--- config.mk ---
export PLATFORM = sky130hd
export DESIGN_NAME = pmct_front
export DESIGN_NICKNAME = d
export VERILOG_FILES = /design/src/design/pmct_pkg.sv /design/src/design/pmct_front.sv
export SDC_FILE = /design/constraint.sdc
export NUM_CORES = 1
export LEC_CHECK = 0
export BUFFER_PORTS_ARGS = -buffer_cell sky130_fd_sc_hd__buf_2
export CAP_MARGIN = 20
export CORE_MARGIN = 2
export CORE_UTILIZATION = 25
export CTS_BUF_LIST = sky130_fd_sc_hd__clkbuf_8
export CTS_CLUSTER_SIZE = 40
export DETAILED_ROUTE_END_ITERATION = 7
export SKIP_LAST_GASP = 1
export SLEW_MARGIN = 25
export SYNTH_ARGS = -nofsm -noshare
export SYNTH_HDL_FRONTEND = slang
export SYNTH_SLANG_ARGS = --single-unit
--- constraint.sdc ---
create_clock -name i_clk -period 1.6 [get_ports i_clk]
set_input_delay 0.08 -clock i_clk [delete_from_list [all_inputs] [get_ports i_clk]]
set_output_delay 0.08 -clock i_clk [all_outputs]
set_load 0.02 [all_outputs]
--- src/design/pmct_pkg.sv ---
// Shared types and constants for the prefix match count table.
// No dependencies; every other design file refers to this package by scoped names.

package pmct_pkg;

    // Default sizes handed to the top level's parameters
    localparam int unsigned CAPACITY_DEF    = 64;
    localparam int unsigned MAX_LETTERS_DEF = 21;

    // Fixed field widths
    localparam int unsigned LETTER_W = 5;
    localparam int unsigned POS_W    = 5;   // letter position and stored length
    localparam int unsigned COUNT_W  = 7;
    localparam int unsigned STATUS_W = 2;

    localparam logic [COUNT_W-1:0] COUNT_MAX = 7'd127;

    // Command codes
    localparam logic CMD_ADD  = 1'b0;
    localparam logic CMD_FIND = 1'b1;

    // Status codes
    localparam logic [STATUS_W-1:0] STATUS_OK       = 2'd0;
    localparam logic [STATUS_W-1:0] STATUS_FULL     = 2'd1;
    localparam logic [STATUS_W-1:0] STATUS_TOO_LONG = 2'd2;

    // Token that walks down the cell chain, one cell per cycle
    typedef struct packed {
        logic                vld;
        logic                cmd;
        logic [LETTER_W-1:0] letter;
        logic                last;
        logic [POS_W-1:0]    pos;
        logic                too_long;    // word has run past the letter limit
        logic                prev_valid;  // cell just upstream holds a stored name
        logic                committed;   // an upstream cell stored this add
        logic [COUNT_W-1:0]  count;       // running prefix match count
    } t_tok;

endpackage

--- src/design/pmct_front.sv ---
// Front end of the prefix match count table: letter position and overflow tracking.
// Depends on pmct_pkg; feeds the first cell of the chain.

module pmct_front #(
    parameter int unsigned MAX_LETTERS = pmct_pkg::MAX_LETTERS_DEF
) (
    input  logic                              i_clk,
    input  logic                              i_rst_n,
    input  logic                              i_accept,
    input  logic                              i_command,
    input  logic [pmct_pkg::LETTER_W-1:0]     i_letter,
    input  logic                              i_last,
    output pmct_pkg::t_tok                    o_tok
);

    localparam logic [pmct_pkg::POS_W-1:0] POS_LIMIT = pmct_pkg::POS_W'(MAX_LETTERS);

    logic [pmct_pkg::POS_W-1:0] r_pos, n_pos;
    logic                       r_too_long, n_too_long;
    logic                       too_long_now;
    pmct_pkg::t_tok             r_tok, n_tok;

    always_comb begin
        too_long_now = r_too_long |
                       ((i_command == pmct_pkg::CMD_ADD) && (r_pos >= POS_LIMIT));
        n_pos      = r_pos;
        n_too_long = r_too_long;
        if (i_accept) begin
            if (i_last) begin
                n_pos      = '0;
                n_too_long = 1'b0;
            end else begin
                if (r_pos < POS_LIMIT) begin
                    n_pos = r_pos + pmct_pkg::POS_W'(1);
                end
                n_too_long = too_long_now;
            end
        end

        n_tok            = '0;
        n_tok.vld        = i_accept;
        n_tok.cmd        = i_command;
        n_tok.letter     = i_letter;
        n_tok.last       = i_last;
        n_tok.pos        = r_pos;
        n_tok.too_long   = too_long_now;
        n_tok.prev_valid = 1'b1;    // nothing sits ahead of the first cell
        n_tok.committed  = 1'b0;
        n_tok.count      = '0;
    end

    always_ff @(posedge i_clk) begin
        if (!i_rst_n) begin
            r_pos      <= '0;
            r_too_long <= 1'b0;
            r_tok      <= '0;
        end else begin
            r_pos      <= n_pos;
            r_too_long <= n_too_long;
            r_tok      <= n_tok;
        end
    end

    assign o_tok = r_tok;

endmodule

==> flow_summary.html <==
<table>
<tr><th>Metric</th><th>Value</th></tr>
<tr><th colspan="2">Clock tree</th></tr>
<tr><td>Number of clock sinks seen by CTS</td><td>21</td></tr>
<tr><td>Cts bufs inserted</td><td>3</td></tr>
<tr><td>Number of buffers inserted to repair setup after CTS</td><td>0</td></tr>
<tr><td>Root buffer cell</td><td>sky130_fd_sc_hd__clkbuf_8</td></tr>
<tr><td>Worst-case clock buffer depth</td><td>2</td></tr>
<tr><td>Clock-pin slew on the worst setup and hold paths</td><td>70 ps</td></tr>
<tr><td>Clock tree from TritonCTS</td><td>done</td></tr>
<tr><td>Worst-skew pair later-pin latency</td><td>about 250 ps</td></tr>
<tr><td>Post-CTS Hold Fix Bufs</td><td>0</td></tr>
<tr><td>CTS HTree Levels</td><td>1</td></tr>
<tr><td>Post-cts sizing count</td><td>0</td></tr>
<tr><th colspan="2">Cells and area</th></tr>
<tr><td>Count of inserted antenna diode cells</td><td>0</td></tr>
<tr><td>Layout Nets</td><td>approximately 120</td></tr>
<tr><td>Area taken by multi-input logic gates</td><td>319 µm²</td></tr>
<tr><td>FF/Latch Area</td><td>420 µm²</td></tr>
<tr><td>Fraction of layout instances using a drive strength above 1</td><td>0.276</td></tr>
<tr><td>Area growth from synthesis to layout</td><td>22.0%</td></tr>
<tr><td>Final design instance area without fill</td><td>971 µm²</td></tr>
<tr><td># fillers</td><td>approximately 350</td></tr>
<tr><td>Final core utilization</td><td>0.318</td></tr>
<tr><th colspan="2">Die</th></tr>
<tr><td># rows</td><td>20</td></tr>
<tr><td>Starting density of the core</td><td>0.261</td></tr>
<tr><td>Horiz. Die Dim</td><td>between 60 and 70 µm</td></tr>
<tr><td>Top-level I/O count</td><td>33</td></tr>
<tr><td>Total Die Area</td><td>0.00365 mm²</td></tr>
<tr><td>Core ar.</td><td>0.00305 mm²</td></tr>
<tr><td>Die extent in y</td><td>between 60 and 70 µm</td></tr>
<tr><th colspan="2">Routing</th></tr>
<tr><td>Vias per Instance</td><td>around 4</td></tr>
<tr><td>WL/cell</td><td>9.52 µm</td></tr>
<tr><td>Count of vias placed by the detailed router</td><td>609</td></tr>
<tr><td>Total iterations of the first detailed-routing run</td><td>4</td></tr>
<tr><td>Drt drc</td><td>0</td></tr>
<tr><td>Violation count after the first detailed-route iteration</td><td>14</td></tr>
<tr><td>Final antenna-violating net count</td><td>0</td></tr>
<tr><td>DRT Wirelength</td><td>approximately 1400 µm</td></tr>
<tr><th colspan="2">GRT</th></tr>
<tr><td>First-pass GRT wire length</td><td>about 2300 µm</td></tr>
<tr><td>GRT overflow</td><td>0</td></tr>
<tr><td>Antenna violations before repair</td><td>0</td></tr>
<tr><td>Pin count of the biggest net entering global routing</td><td>19</td></tr>
<tr><td>Number of global-route vias before repair</td><td>556</td></tr>
<tr><td>GRT Util Overall</td><td>0.0876</td></tr>
<tr><th colspan="2">Setup path</th></tr>
<tr><td>Arrival time of the worst setup path</td><td>1380 ps</td></tr>
<tr><td>Worst setup path class</td><td>flop to flop</td></tr>
<tr><td>Maximum fanout along the worst path</td><td>8</td></tr>
<tr><td>Critical path startpoint category</td><td>flop</td></tr>
<tr><td>Logic depth of the worst register-to-register path</td><td>3</td></tr>
<tr><td>Data required, critical path</td><td>1730 ps</td></tr>
<tr><td>Type of destination of the critical path</td><td>flop</td></tr>
<tr><th colspan="2">Yosys</th></tr>
<tr><td>Leading post-synthesis cells by cell area</td><td>sky130_fd_sc_hd__dfxtp_1 53%, sky130_fd_sc_hd__and2_1 9.4%, sky130_fd_sc_hd__buf_4 8.5%, sky130_fd_sc_hd__nand2_1 3.3%, sky130_fd_sc_hd__ha_1 3.1%</td></tr>
<tr><td>Post-synthesis instance total</td><td>80</td></tr>
<tr><td>Flop and latch count out of synthesis</td><td>21</td></tr>
<tr><td>Synth async-reset ratio</td><td>0</td></tr>
<tr><td>Most common cell in the netlist</td><td>sky130_fd_sc_hd__dfxtp_1</td></tr>
<tr><td>Unique cell type count in the Yosys netlist</td><td>27</td></tr>
<tr><td>Count of synthesis-stage warnings from yosys</td><td>0</td></tr>
<tr><td>Post-synth design cell area</td><td>slightly below 800 µm²</td></tr>
<tr><td>Dominant register cell in the synthesized netlist</td><td>sky130_fd_sc_hd__dfxtp_1</td></tr>
<tr><td>Sequential area share after synthesis</td><td>0.528</td></tr>
<tr><td>Synthesized area per cell</td><td>9.95 µm²</td></tr>
<tr><td>Commonest cells in the synthesized netlist</td><td>21 x sky130_fd_sc_hd__dfxtp_1, 12 x sky130_fd_sc_hd__and2_1, 9 x sky130_fd_sc_hd__buf_4</td></tr>
<tr><td>Cell taking the most area after synthesis</td><td>sky130_fd_sc_hd__dfxtp_1</td></tr>
<tr><td>Top-area cell type share of the netlist area</td><td>0.528</td></tr>
<tr><td>Count of flip-flops with a built-in enable after synthesis</td><td>0</td></tr>
<tr><th colspan="2">Job</th></tr>
<tr><td># Max-Cap Violations</td><td>0</td></tr>
<tr><th colspan="2">Pwr</th></tr>
<tr><td>P_leak</td><td>0.451 nW</td></tr>
<tr><td>Power density over the cells</td><td>995 mW/mm²</td></tr>
<tr><td>Worst IR Drop VDD</td><td>243 µV</td></tr>
<tr><td>Total power consumption of the routed design</td><td>0.966 mW</td></tr>
<tr><th colspan="2">Timing</th></tr>
<tr><td>Final-report hold violation count</td><td>0</td></tr>
<tr><td>Setup repair after global routing missed its margin</td><td>no</td></tr>
<tr><td>Accumulated negative setup slack</td><td>0 ps</td></tr>
<tr><td>Time the final worst path needs with I/O delays and setup</td><td>~1200 ps</td></tr>
<tr><td>Maximum operating frequency</td><td>804 MHz</td></tr>
<tr><td>Setup violation total in the final timing report</td><td>0</td></tr>
<tr><td>Final clock skew</td><td>2.57 ps</td></tr>
<tr><td>Portion of the clock cycle consumed by the worst path in the final layout</td><td>0.777</td></tr>
<tr><td>Pins over their slew limit</td><td>0</td></tr>
<tr><th colspan="2">Placement</th></tr>
<tr><td>Detailed Place HPWL</td><td>1040 µm</td></tr>
<tr><td>Area after DPL</td><td>926 µm²</td></tr>
<tr><td>Port Buf Inserts</td><td>24</td></tr>
<tr><td>Routability congestion estimate from global placement</td><td>0.848</td></tr>
<tr><th colspan="2">Status</th></tr>
<tr><td>Outcome</td><td>complete, no violations</td></tr>
<tr><th colspan="2">Worst hold path</th></tr>
<tr><td>Worst Hold Class</td><td>input port to flop</td></tr>
<tr><td>Count of cells along the worst hold path</td><td>2</td></tr>
</table>
## worst max-delay path: stages, from the launching register on
cell	delay, ps
sky130_fd_sc_hd__dfxtp_1	380
sky130_fd_sc_hd__or3_1	410
sky130_fd_sc_hd__o221ai_1	220
sky130_fd_sc_hd__o22ai_1	120
## registers in the layout, indices dropped and copies added (netlist names)
register    count
r_pos           5
o_tok          15
r_too_long      1
## kinds of logic (layout without fill, tap and decap cells)
kind of cell,after synthesis,after routing,share of synthesized area
and+or+nand+nor,31,31,0.222
DFF,21,21,0.528
buffers and inverters,13,31,0.104
AOI/OAI and AO/OA,10,10,0.0849
adders and majority gates,2,2,0.0314
muxes,2,2,0.0252
other,1,8,0.00471
## layout by cell type (no fill, tap or decap)
cell type / Yosys / final
sky130_fd_sc_hd__ha_1: 2 / 2
sky130_fd_sc_hd__and4bb_2: 1 / 1
sky130_fd_sc_hd__a21boi_0: 1 / 1
sky130_fd_sc_hd__a41oi_1: 1 / 1
sky130_fd_sc_hd__nand2_1: 7 / 7
sky130_fd_sc_hd__conb_1: 1 / 8
sky130_fd_sc_hd__dfxtp_1: 21 / 21
sky130_fd_sc_hd__or3_1: 2 / 2
sky130_fd_sc_hd__mux2i_1: 2 / 2
sky130_fd_sc_hd__clkbuf_8: 0 / 3
sky130_fd_sc_hd__nor2_1: 2 / 2
sky130_fd_sc_hd__nand4_1: 1 / 1
sky130_fd_sc_hd__nor2b_1: 1 / 1
sky130_fd_sc_hd__a31oi_1: 1 / 1
sky130_fd_sc_hd__o22ai_1: 1 / 1
sky130_fd_sc_hd__nand2b_1: 1 / 1
sky130_fd_sc_hd__nand3_1: 2 / 2
sky130_fd_sc_hd__a21boi_1: 1 / 1
sky130_fd_sc_hd__o211ai_1: 1 / 1
sky130_fd_sc_hd__a21oi_1: 2 / 2
sky130_fd_sc_hd__and2_2: 1 / 1
sky130_fd_sc_hd__buf_2: 0 / 24
sky130_fd_sc_hd__inv_1: 3 / 4
sky130_fd_sc_hd__nor4_1: 1 / 1
sky130_fd_sc_hd__o221ai_1: 1 / 1
sky130_fd_sc_hd__and2_1: 12 / 12
sky130_fd_sc_hd__o21ai_0: 1 / 1
## metal layers
layer / wire length [µm] / track usage
met5: 0 / 0
met4: 36 / 0.0652
met1: 584 / 0.0875
met3: 154 / 0.0341
met2: 644 / 0.148
## cell type report
cell class / count / share of cell area
Sequential cell: 21 / 0.433
Multi-Input combinational cell: 53 / 0.329
Timing Repair Buffer: 24 / 0.124
Tap cell: 44 / 0.0567
Clock buffer: 3 / 0.0425
Inverter: 3 / 0.0116
Clock inverter: 1 / 0.00387
## through the flow
stage	worst slack, ps	cells	hold WS, ps
after floorplan	466	87	108
after global placement	416	145	285
after detailed placement	395	145	289
after CTS	371	149	16.6
after global routing	303	149	16.6
final	357	149	24.5
## power by group
part           total, mW  switching (mW)  internal [mW]
clock              0.324           0.153          0.171
combinational     0.0951          0.0632         0.0320
sequential         0.547         0.00755          0.539
## worst paths after layout
check,from,end,slack [ps]
setup / recovery,r_pos[0]$_SDFFE_PN0P_,r_too_long$_SDFFE_PN0P_,360
hold / removal,i_letter[4],o_tok[20]$_SDFF_PN0_,20
setup reg to reg,r_pos[0]$_SDFFE_PN0P_,r_too_long$_SDFFE_PN0P_,360
hold reg to reg,r_too_long$_SDFFE_PN0P_,o_tok[9]$_SDFF_PN0_,460
No activity file was read; power rests on OpenSTA's default activity.
