$ cat config.mk
export PLATFORM = sky130hd
export DESIGN_NAME = pmct_cell
export DESIGN_NICKNAME = d
export VERILOG_FILES = /design/src/design/pmct_pkg.sv /design/src/design/pmct_cell.sv
export SDC_FILE = /design/constraint.sdc
export NUM_CORES = 1
export LEC_CHECK = 0
export BUFFER_PORTS_ARGS = -buffer_cell sky130_fd_sc_hd__buf_2
export CORE_UTILIZATION = 45
export DETAILED_ROUTE_END_ITERATION = 6
export GPL_TIMING_DRIVEN = 0
export PLACE_DENSITY = 0.86
export SLEW_MARGIN = 30
export SYNTH_ARGS = -nofsm -noshare
export SYNTH_HDL_FRONTEND = slang
export SYNTH_SLANG_ARGS = --single-unit
$ cat constraint.sdc
create_clock -name i_clk -period 3.3 [get_ports i_clk]
set_clock_uncertainty 0.15 [all_clocks]
set_input_delay 0.825 -clock i_clk [delete_from_list [all_inputs] [get_ports i_clk]]
set_output_delay 0.825 -clock i_clk [all_outputs]
set_load 0.005 [all_outputs]
$ cat src/design/pmct_pkg.sv
// Shared types and constants for the prefix match count table.
// No dependencies; every other design file refers to this package by scoped names.

package pmct_pkg;

    // Default sizes handed to the top level's parameters
    localparam int unsigned CAPACITY_DEF    = 64;
    localparam int unsigned MAX_LETTERS_DEF = 21;

    // Fixed field widths
    localparam int unsigned LETTER_W = 5;
    localparam int unsigned POS_W    = 5;   // letter position and stored length
    localparam int unsigned COUNT_W  = 7;
    localparam int unsigned STATUS_W = 2;

    localparam logic [COUNT_W-1:0] COUNT_MAX = 7'd127;

    // Command codes
    localparam logic CMD_ADD  = 1'b0;
    localparam logic CMD_FIND = 1'b1;

    // Status codes
    localparam logic [STATUS_W-1:0] STATUS_OK       = 2'd0;
    localparam logic [STATUS_W-1:0] STATUS_FULL     = 2'd1;
    localparam logic [STATUS_W-1:0] STATUS_TOO_LONG = 2'd2;

    // Token that walks down the cell chain, one cell per cycle
    typedef struct packed {
        logic                vld;
        logic                cmd;
        logic [LETTER_W-1:0] letter;
        logic                last;
        logic [POS_W-1:0]    pos;
        logic                too_long;    // word has run past the letter limit
        logic                prev_valid;  // cell just upstream holds a stored name
        logic                committed;   // an upstream cell stored this add
        logic [COUNT_W-1:0]  count;       // running prefix match count
    } t_tok;

endpackage

$ cat src/design/pmct_cell.sv
// One table entry: stored letters, length, valid and match flags.
// Depends on pmct_pkg; instantiated in a chain by the top level.

module pmct_cell #(
    parameter int unsigned MAX_LETTERS = pmct_pkg::MAX_LETTERS_DEF
) (
    input  logic                                              i_clk,
    input  logic                                              i_rst_n,
    input  pmct_pkg::t_tok                                    i_tok,
    input  logic [MAX_LETTERS-1:0][pmct_pkg::LETTER_W-1:0]    i_prev_letters,
    output pmct_pkg::t_tok                                    o_tok,
    output logic [MAX_LETTERS-1:0][pmct_pkg::LETTER_W-1:0]    o_letters
);

    localparam int unsigned IDX_W = (MAX_LETTERS > 1) ? $clog2(MAX_LETTERS) : 1;
    localparam logic [pmct_pkg::POS_W-1:0] POS_LIMIT = pmct_pkg::POS_W'(MAX_LETTERS);

    logic                                            r_valid;
    logic                                            r_match, n_match;
    logic [pmct_pkg::POS_W-1:0]                      r_len;
    logic [MAX_LETTERS-1:0][pmct_pkg::LETTER_W-1:0]  r_letters, n_letters;
    pmct_pkg::t_tok                                  r_tok, n_tok;

    logic             in_range;
    logic [IDX_W-1:0] idx;
    logic             avail;
    logic             is_tgt;
    logic             do_copy;
    logic             is_add;
    logic             commit;
    logic             hit;
    logic             match_nxt;

    always_comb begin
        in_range = i_tok.pos < POS_LIMIT;
        idx      = i_tok.pos[IDX_W-1:0];
        is_add   = i_tok.cmd == pmct_pkg::CMD_ADD;
        // first empty cell; it doubles as the staging buffer
        avail    = i_tok.vld & i_tok.prev_valid & ~r_valid;
        is_tgt   = avail & ~i_tok.committed;
        // upstream neighbor just stored its name: inherit its staging letters
        do_copy  = avail & i_tok.committed;
        commit   = is_tgt & is_add & i_tok.last & ~i_tok.too_long;

        hit       = in_range && (i_tok.pos < r_len) && (r_letters[idx] == i_tok.letter);
        match_nxt = (i_tok.cmd == pmct_pkg::CMD_FIND) ? (r_match & hit) : r_match;

        n_match = r_match;
        if (i_tok.vld) begin
            n_match = i_tok.last ? 1'b1 : match_nxt;
        end

        n_letters = r_letters;
        if (do_copy) begin
            n_letters = i_prev_letters;
        end else if (is_tgt && is_add && in_range) begin
            n_letters[idx] = i_tok.letter;
        end

        n_tok            = i_tok;
        n_tok.prev_valid = r_valid | commit;
        n_tok.committed  = i_tok.committed | commit;
        if (i_tok.vld && (i_tok.cmd == pmct_pkg::CMD_FIND) && i_tok.last && r_valid &&
            match_nxt && (i_tok.count != pmct_pkg::COUNT_MAX)) begin
            n_tok.count = i_tok.count + pmct_pkg::COUNT_W'(1);
        end
    end

    always_ff @(posedge i_clk) begin
        if (!i_rst_n) begin
            r_valid <= 1'b0;
            r_match <= 1'b1;
            r_tok   <= '0;
        end else begin
            if (commit) begin
                r_valid <= 1'b1;
            end
            r_match <= n_match;
            r_tok   <= n_tok;
        end
    end

    // entry contents, no reset
    always_ff @(posedge i_clk) begin
        r_letters <= n_letters;
        if (commit) begin
            r_len <= i_tok.pos + pmct_pkg::POS_W'(1);
        end
    end

    assign o_tok     = r_tok;
    assign o_letters = r_letters;

endmodule

==> results of run 1 <==
## metal layers
layer	GRT usage [%]	vias to the layer above
li1	-	2985
met3	11.4	128
met2	57.3	707
met4	16.6	2
met1	42.6	3267
met5	0	-
## path summary, 6_finish.rpt
path,from,endpoint,depth (start not counted)
setup / recovery,i_tok[10],o_letters[92],9
hold / removal,r_match,r_match,2
setup reg to reg,r_valid,o_letters[42],6
hold reg to reg,r_match,r_match,2
## through the flow
stage                     cells  utilization, %  power [mW]  hold WS, ns
final                      1117            60.7        4.43        0.347
after global routing       1117            60.7        4.53        0.408
after CTS                  1116            60.2        4.38        0.348
after floorplan             639               -        2.26        0.318
after detailed placement   1083            56.0        2.56        0.338
after global placement     1083            56.0        2.54        0.330
## placed cells by master (no fill, tap or decap), types with 5 or more instances in the layout
| cell type | netlist | final |
|---|---|---|
| ha_1 | 9 | 9 |
| mux4_2 | 9 | 9 |
| a31oi_1 | 7 | 7 |
| mux2i_1 | 32 | 31 |
| nand2_1 | 138 | 138 |
| clkbuf_1 | 43 | 42 |
| nand3_1 | 6 | 6 |
| inv_1 | 12 | 12 |
| o21ai_1 | 0 | 16 |
| and3_1 | 5 | 5 |
| clkbuf_16 | 0 | 19 |
| a21oi_1 | 6 | 6 |
| and2_1 | 11 | 11 |
| nand2b_1 | 5 | 5 |
| buf_2 | 4 | 257 |
| o21ai_0 | 23 | 7 |
| o31ai_1 | 101 | 100 |
| o22ai_1 | 11 | 10 |
| dfxtp_1 | 25 | 25 |
| nor2_1 | 13 | 13 |
| nor3_1 | 6 | 5 |
| edfxtp_1 | 110 | 110 |
| a22o_1 | 6 | 6 |
## cells in the mapped netlist (3+ instances only)
cell type | n | area share [%]
nand2_1 | 138 | 7.4
edfxtp_1 | 110 | 47
o31ai_1 | 101 | 11
clkbuf_1 | 43 | 2.3
mux2i_1 | 32 | 4.6
dfxtp_1 | 25 | 7.2
o21ai_0 | 23 | 1.6
nor2_1 | 13 | 0.70
inv_1 | 12 | 0.64
and2_1 | 11 | 0.98
o22ai_1 | 11 | 0.98
ha_1 | 9 | 1.6
mux4_2 | 9 | 2.9
a31oi_1 | 7 | 0.63
a211oi_1 | 6 | 0.64
a21oi_1 | 6 | 0.43
a22o_1 | 6 | 0.75
nand3_1 | 6 | 0.43
nor3_1 | 6 | 0.43
and3_1 | 5 | 0.45
nand2b_1 | 5 | 0.45
and4_1 | 4 | 0.50
buf_2 | 4 | 0.29
nand4_1 | 4 | 0.36
nor2b_1 | 4 | 0.36
a31o_2 | 3 | 0.38
buf_4 | 3 | 0.32
mux2_2 | 3 | 0.48
nand4bb_1 | 3 | 0.48
nor3b_1 | 3 | 0.32
## what timing repair did
action | 4_1_cts | 5_1_grt
hold endpoints to repair | 0 | 0
hold buffers | 0 | 0
endpoints found under the setup margin | 108 | 54
resized for setup | 24 | 21
buffers inserted | 1 | 1
pin swaps | 2 | 9
## sequential cells by signal, indices dropped and copies added, names as in the netlist
register   count
o_letters    105
r_match        1
r_len          5
r_valid        1
o_tok         23
## cells by family after synthesis
family	count (synthesis)
adders and majority gates	9
DFF	135
and+or+nand+nor	211
AOI/OAI and AO/OA	170
muxes	44
xor gates and xnor gates	4
buffers and inverters	66
## power groups by stage
stage	sequential [mW]	combinational (mW)	clock, mW
floorplan	2.00	0.258	0
global placement	2.00	0.541	0
detailed placement	2.00	0.552	0
CTS	1.97	0.564	1.85
global route	1.97	0.631	1.92
finish	1.97	0.597	1.87
## worst max-delay path, cell delays in order
cell and delay [ns]:
buf_4 0.13, buf_12 0.15, buf_6 0.18, buf_6 0.19, o21a_1 0.17, o21ai_0 0.33
nor2b_1 0.31, nand2_1 0.25, o21ai_0 0.76
## cell type report
class,instances,area share [%]
Sequential cell,135,41.2
Timing Repair Buffer,258,14.1
Tap cell,188,2.55
Buffer,53,2.83
Multi-Input combinational cell,438,32.5
Clock buffer,23,5.64
Clock inverter,9,0.650
Inverter,13,0.529
==> results.sh, run 1 <==
export IMPL_grt_max_degree=17
export IMPL_cts_tree="done"
export IMPL_synth_fp_nets=778
export IMPL_required_ns=3.20
export IMPL_ff_latch_area_um2=3800
export IMPL_path_max_fanout=10
export IMPL_synth_top_family_by_area="compound AO/OA/AOI/OAI gates"
export IMPL_nFillCells=1255
export IMPL_die_x_um=127
export IMPL_syn_area_um2=7000
export IMPL_dpl_hpwl_mm=21.0
export IMPL_diodes=0
export IMPL_multi_input_area_um2=3000
export IMPL_max_freq_mhz=294
export IMPL_start_kind="input pin"
export IMPL_ios=258
export IMPL_finalWirelength_mm=28.0
export IMPL_internal_power_mw=3.27
export IMPL_antenna_found_initial=0
export IMPL_post_dp_cell_area_um2=8520
export IMPL_die_area_um2=16100
export IMPL_failed_checks="negative setup slack"
export IMPL_fin_nets=1055
export IMPL_drt_pass1_iterations=6
export IMPL_ir_worst_vdd_mv=0.433
export IMPL_max_clock_path_buffers=2
export IMPL_drt_met1_wl_mm=9.59
export IMPL_place_gp_congestion=0.974
export IMPL_drive_gt1_share_pct=35.8
export IMPL_timing_final_max_slew_violations=0
export IMPL_viasPerCell=6.35
export IMPL_start_util_pct=46.0
export IMPL_wl_met3_mm=3.96
export IMPL_ys_flop_type="edfxtp_1"
export IMPL_grt_pass1_wl_mm=40.5
export IMPL_finalCritPeriodShare_pct=103
export IMPL_p_sw_mw=1.16
export IMPL_p_seq_share_pct=44.5
export IMPL_ant_nets=0
export IMPL_top_layer="met5"
export IMPL_grt_usage_pct=35.2
export IMPL_die_y_um=127
export IMPL_swShare_pct=26.2
export IMPL_hp_class="reg2reg"
export IMPL_synth_edff_count=110
export IMPL_drv_cap=0
export IMPL_power_frac_clock_pct=42.1
export IMPL_worst_pin_slew_ns=0.875
export IMPL_synth_fa_ha_area_share_pct=1.61
export IMPL_period_needed_ns=3.40
export IMPL_synth_simple_area_share_pct=14.6
export IMPL_area_growth_pct=32.0
export IMPL_ys_types=47
export IMPL_ys_ff_latch=135
export IMPL_drt_initial_drc_count=752
export IMPL_io_buffers=256
export IMPL_p_leak_nw=3.45
export IMPL_vias=7089
export IMPL_status="finished with violations"
export IMPL_relSlewSlack_pct=41.1
export IMPL_final_setup_tns_ns=-1.31
export IMPL_arrival_ns=3.31
export IMPL_wl_per_cell_um=25.1
export IMPL_crit_type="in2reg"
export IMPL_ys_seq_area_share_pct=54.4
export IMPL_synth_xor_area_share_pct=0.501
export IMPL_core_area_um2=15200
export IMPL_syn_inst=639
export IMPL_cts_root_buf="clkbuf_16"
export IMPL_final_hold_violation_count=0
export IMPL_rsz0062_at_grt="yes"
export IMPL_clk_latency_ns=0.43
export IMPL_synthArstFlopShare_pct=0
export IMPL_clkTransAtPathRegs_ns=0.06
export IMPL_wl_met2_mm=13.1
export IMPL_cts_made_buffers=17
export IMPL_r2r_slack_ns=0.37
export IMPL_h_tree_depth=4
export IMPL_grt_overflow=0
export IMPL_powerDensity_nw_per_um2=480
export IMPL_pre_cts_ws_ns=-1.09
export IMPL_fp_row_count=45
export IMPL_ys_warn_count=0
export IMPL_grt_pass1_vias=6653
export IMPL_crit_path_end_kind="flop"
export IMPL_drc=0
export IMPL_syn_area_per_cell_um2=10.9
export IMPL_postLayoutCellArea_um2=9230
export IMPL_pwr_share_comb_pct=13.5
export IMPL_cts_num_sinks=135
export IMPL_synthMuxAreaShare_pct=7.96
export IMPL_fin_ws_ns=-0.102
export IMPL_setup_viol=15
export IMPL_synth_compound_area_share_pct=17.1
Note: power is estimated with default switching activity, not from simulation.
==> run 2: changes to the inputs <==
- ABC_AREA: default -> 1
- GPL_TIMING_DRIVEN: 0 -> 1
- RECOVER_POWER: default -> 50
==> run 2 against run 1 <==
  * The run now ends clean
  * Clock power is 10% higher
  * Die area is 1.6% higher
  * Count of clock-buffer cells in the layout is 5 lower
  * Sequential cell count stayed put
==> results.sh, run 2 <==
export IMPL_die_area_um2=16300
export IMPL_ff_latch_area_um2=3800
export IMPL_cts_root_buf="clkbuf_16"
export IMPL_synth_fp_nets=999
export IMPL_postCtsResizedCells=0
export IMPL_final_setup_tns_ns=0
export IMPL_drt_pass1_iterations=5
export IMPL_relSlewSlack_pct=8.07
export IMPL_crit_path_end_kind="flop"
export IMPL_ys_types=30
export IMPL_grt_max_degree=60
export IMPL_final_cell_mix="nand2_1, buf_2, inv_1"
export IMPL_grt_usage_pct=29.7
export IMPL_critPathBufInv=2
export IMPL_layout_cells_non_filler=1356
export IMPL_dpl_hpwl_mm=17.5
export IMPL_max_stage_delay_ns=1.02
export IMPL_grt_overflow=0
export IMPL_yosysTopAreaCellShare_pct=46.5
export IMPL_cts_num_sinks=135
export IMPL_required_ns=3.26
export IMPL_hp_class="reg2reg"
export IMPL_synthArstFlopShare_pct=0
export IMPL_start_kind="input pin"
export IMPL_max_freq_mhz=342
export IMPL_ys_warn_count=0
export IMPL_cts_tree="done"
export IMPL_multi_input_area_um2=2380
export IMPL_path_max_fanout=21
export IMPL_core_area_um2=15300
export IMPL_setup_viol=0
export IMPL_fin_nets=1271
export IMPL_place_gp_congestion=0.984
export IMPL_grt_pass1_wl_mm=35.8
export IMPL_crit_type="in2reg"
export IMPL_dp_cells=1324
export IMPL_largest_reg_flops=105
export IMPL_vias=7139
export IMPL_io_buffers=257
export IMPL_path_delay_family="buffers and inverters"
export IMPL_h_tree_depth=4
export IMPL_synth_top_cell_by_area="edfxtp_1"
export IMPL_worst_pin_slew_ns=1.38
export IMPL_cts_made_buffers=17
export IMPL_arrival_ns=2.88
export IMPL_whs_ns=0.321
export IMPL_finalCritPeriodShare_pct=88.5
export IMPL_nFillCells=1346
export IMPL_clk_latency_ns=0.43
export IMPL_synth_edff_count=110
export IMPL_final_common_cell="nand2_1"
export IMPL_powerDensity_nw_per_um2=470
export IMPL_status="finished, final reports clean"
export IMPL_grt_pass1_vias=6952
export IMPL_diodes=0
export IMPL_die_x_um=128
export IMPL_ios=258
export IMPL_post_cts_setup_buffers=0
export IMPL_wl_per_cell_um=17.4
export IMPL_clkTransAtPathRegs_ns=0.06
export IMPL_timing_final_max_slew_violations=0
export IMPL_ys_seq_area_share_pct=53.5
export IMPL_p_leak_nw=4.82
export IMPL_antenna_found_initial=1
export IMPL_fp_row_count=45
export IMPL_drive_gt1_share_pct=24.1
export IMPL_synthTopCellsByCount="nand2_1, inv_1, edfxtp_1"
export IMPL_drc=0
export IMPL_drt_initial_drc_count=537
export IMPL_cp_common_cell="clkbuf_1"
export IMPL_ir_worst_vdd_mv=0.337
export IMPL_rsz0062_at_grt="no"
export IMPL_viasPerCell=5.26
export IMPL_ys_top_cells_by_area="edfxtp_1, nand2_1, inv_1"
export IMPL_critPathSlowestCell="clkbuf_1"
export IMPL_ant_nets=0
export IMPL_ys_ff_latch=135
export IMPL_ys_flop_type="edfxtp_1"
export IMPL_period_needed_ns=2.92
export IMPL_yosys_cell_count_top_type="nand2_1"
export IMPL_syn_inst=860
export IMPL_syn_area_per_cell_um2=8.27
export IMPL_finalWirelength_mm=23.7
export IMPL_syn_area_um2=7110
export IMPL_drv_cap=0
export IMPL_p_total_mw=4.41
export IMPL_start_util_pct=46.4
export IMPL_crit_chain="clkbuf_1, nand4_1, nand2_1, clkbuf_1, o22ai_1"
export IMPL_die_y_um=128
export IMPL_max_clock_path_buffers=2
export IMPL_final_hold_violation_count=0
export IMPL_area_growth_pct=31.8
export IMPL_cts_hold_buf=0
-- run 2: changes by cell type after synthesis, sizes merged, moves of 24 or more --
cell,previous run,this run
mux2i,32,0
o21ai,23,47
nor2,13,52
nand2,138,206
o22ai,11,105
nand3,6,52
inv,13,186
o31ai,101,0
-- run 2: worst paths after layout --
kind	cells past startpoint	end	from	slack, ns
worst max-delay path	5	o_letters[58]	i_tok[22]	0.38
worst min-delay path	2	r_match	r_match	0.32
worst max register to register	5	o_letters[58]	r_valid	0.66
worst min register to register	2	r_match	r_match	0.32
-- run 2: cells by family after synthesis --
| logic type | after synthesis | share of synthesized area [%] |
|---|---|---|
| xor gates and xnor gates | 1 | 0.123 |
| and+or+nand+nor | 318 | 18.4 |
| adders and majority gates | 9 | 1.58 |
| buffers and inverters | 234 | 13.0 |
| AOI/OAI and AO/OA | 163 | 13.4 |
| DFF | 135 | 53.5 |
-- run 2: tightest hold or removal path, cell delays in order, from the launching register on --
cell	delay (ns)
dfxtp_1	0.33
nand2_1	0.06
nand3_1	0.05
-- run 2: layout make-up --
class / count / area share (%)
clock buffer: 18 / 4.58
clock inverter: 14 / 2.20
inverter: 188 / 7.54
multi-input combinational: 491 / 25.4
sequential: 135 / 40.6
tap: 211 / 2.82
timing repair buffer: 299 / 16.9
-- run 2: where the power goes --
group | leakage [nW] | internal (mW) | switching, mW
Combinational | 3.07 | 0.182 | 0.289
Clock | 0.300 | 1.33 | 0.729
Sequential | 1.44 | 1.87 | 0.00965
Total | 4.82 | 3.38 | 1.03
-- run 2: stage by stage --
| step | setup WS (ns) | utilization, % | instance area [µm²] |
|---|---|---|---|
| 2_1_floorplan | 0.682 | - | 7110 |
| 3_3_place_gp | 0.283 | 57.6 | 8820 |
| 3_5_place_dp | 0.204 | 57.6 | 8820 |
| 4_1_cts | 0.651 | 61.7 | 9460 |
| 5_1_grt | 0.261 | 61.2 | 9380 |
| 6_report | 0.380 | 61.2 | 9380 |
-- run 2: metal layers --
| metal | global-route usage (%) | up-vias | share of wire (%) |
|---|---|---|---|
| met4 | 16.1 | 2 | 4.2 |
| met3 | 6.72 | 80 | 10 |
| met2 | 51.4 | 471 | 49 |
| li1 | - | 3371 | - |
| met5 | 0 | - | 0.055 |
| met1 | 34.4 | 3215 | 36 |
==> run 3: changes to the inputs <==
==> constraint.sdc (replaced) <==
create_clock -name i_clk -period 3.3 [get_ports i_clk]
set_clock_uncertainty 0.15 [all_clocks]
set_input_delay 0.99 -clock i_clk [delete_from_list [all_inputs] [get_ports i_clk]]
set_output_delay 0.99 -clock i_clk [all_outputs]
set_load 0.005 [all_outputs]
==> run 3 against run 2 <==
  * Final cell count up 0.88%
  * Largest cell class unchanged
  * Total power down 0.68%
  * Highest routed layer unchanged
  * Sequential power about the same
==> results.sh, run 3 (same netlist as run 2, synthesis figures left out) <==
export IMPL_path_delay_family="simple AND/OR/NAND/NOR gates"
export IMPL_crit_type="in2reg"
export IMPL_drt_pass1_iterations=5
export IMPL_crit_chain="clkbuf_1, buf_12, o21ai_0, o21ai_0, nand2_1, nand2_1, inv_1, nand3_1, nand2_1, nor2_1, nand3_1, nand2_1, nand2_2, clkinv_2, nand3_1, nand2_1, nor2_1"
export IMPL_crit_path_end_kind="flop"
export IMPL_grt_max_degree=82
export IMPL_hold_depth=2
export IMPL_drive_gt1_share_pct=23.5
export IMPL_finalWirelength_mm=23.3
export IMPL_post_cts_setup_buffers=0
export IMPL_grt_pass1_wl_mm=35.1
export IMPL_required_ns=3.46
export IMPL_viasPerCell=5.23
export IMPL_io_buffers=257
export IMPL_powerDensity_nw_per_um2=465
export IMPL_crit_reg2reg_launch="r_valid"
export IMPL_final_hold_violation_count=0
export IMPL_h_tree_depth=4
export IMPL_cts_hold_buf=0
export IMPL_fin_nets=1280
export IMPL_clk_latency_ns=0.43
export IMPL_ant_nets=0
export IMPL_post_dp_cell_area_um2=8890
export IMPL_path_depth=17
export IMPL_hp_class="reg2reg"
export IMPL_cts_tree="done"
export IMPL_arrival_ns=2.97
export IMPL_period_needed_ns=2.81
export IMPL_ir_worst_vdd_mv=0.347
export IMPL_place_gp_congestion=0.888
export IMPL_p_total_mw=4.38
export IMPL_ff2ff_path_depth=5
export IMPL_pre_cts_ws_ns=0.202
export IMPL_finalCritPeriodShare_pct=85.1
export IMPL_worst_pin_slew_ns=0.985
export IMPL_timing_final_max_slew_violations=0
export IMPL_clkTransAtPathRegs_ns=0.05
export IMPL_p_leak_nw=4.81
export IMPL_start_util_pct=46.4
export IMPL_postLayoutCellArea_um2=9410
export IMPL_core_area_um2=15300
export IMPL_path_max_fanout=59
export IMPL_final_cell_mix="nand2_1, buf_2, inv_1"
export IMPL_die_area_um2=16300
export IMPL_die_y_um=128
export IMPL_cp_common_cell="nand2_1"
export IMPL_status="finished, final reports clean"
export IMPL_ios=258
export IMPL_fp_row_count=45
export IMPL_final_setup_tns_ns=0
export IMPL_r2r_slack_ns=0.95
export IMPL_drt_initial_drc_count=649
export IMPL_drv_cap=0
export IMPL_grt_usage_pct=28.9
export IMPL_drc=0
export IMPL_relSlewSlack_pct=34.3
export IMPL_critPathSlowestCell="o21ai_0"
export IMPL_rsz0062_at_grt="no"
export IMPL_max_stage_delay_ns=0.29
export IMPL_setup_viol=0
export IMPL_die_x_um=128
export IMPL_dpl_hpwl_mm=17.2
export IMPL_max_freq_mhz=356
export IMPL_grt_overflow=0
export IMPL_cts_root_buf="clkbuf_16"
export IMPL_start_kind="input pin"
export IMPL_vias=7156
export IMPL_cts_num_sinks=135
export IMPL_wl_per_cell_um=17.0
export IMPL_area_growth_pct=32.4
export IMPL_hold_path_end="r_match"
export IMPL_hold_start="r_match"
export IMPL_max_clock_path_buffers=2
export IMPL_fin_ws_ns=0.491
export IMPL_grt_pass1_vias=6839
export IMPL_antenna_found_initial=4
export IMPL_postCtsResizedCells=0
export IMPL_largest_reg_flops=105
export IMPL_cts_made_buffers=17
export IMPL_critPathBufInv=4
export IMPL_r2r_end="o_letters[38]"
export IMPL_final_common_cell="nand2_1"
-- run 3: how the worst max path moves through the flow --
stage / from / to / slack [ns]
6_report: i_tok[10] / o_tok[5] / 0.49
5_1_grt: i_tok[10] / o_tok[1] / 0.26
4_1_cts: i_tok[14] / o_tok[5] / 0.60
3_5_place_dp: i_tok[14] / o_tok[5] / 0.20
3_3_place_gp: i_tok[10] / o_tok[5] / 0.25
2_1_floorplan: i_tok[11] / o_letters[100] / 0.52
-- run 3: power by group --
part	total [mW]	internal (mW)	switching (mW)
clock network	2.03	1.33	0.694
logic	0.474	0.185	0.289
registers	1.88	1.87	0.00947
total	4.38	3.39	0.993
-- run 3: final cells by class --
cell class	instances	area, µm²
diodes	3	7.51
clock buffers	22	444
clock inverters	10	176
fillers	1377	5900
inverters	188	707
multi-input cells	491	2380
flip-flops and latches	135	3800
well taps	211	264
repair buffers	308	1630
-- run 3: worst min-delay path, cell delays in order, from the launching register on --
cell     delay, ns
dfxtp_1       0.33
nand2_1       0.06
nand3_1       0.05
-- run 3: routing by layer --
metal  vias to the layer above  global-route usage (%)  wire length (µm)
met1                      3287                    32.9              8710
met4                         2                    14.3               766
li1                       3393                       -                 -
met5                         -                       0                13
met2                       417                    51.0             11700
met3                        57                    6.59              2040
-- run 3: through the flow --
stage	util, %	hold slack, ns	std cells
floorplan	-	0.278	860
global placement	58.0	0.295	1333
detailed placement	58.0	0.301	1333
CTS	62.1	0.318	1365
global route	61.5	0.337	1368
finish	61.5	0.323	1368
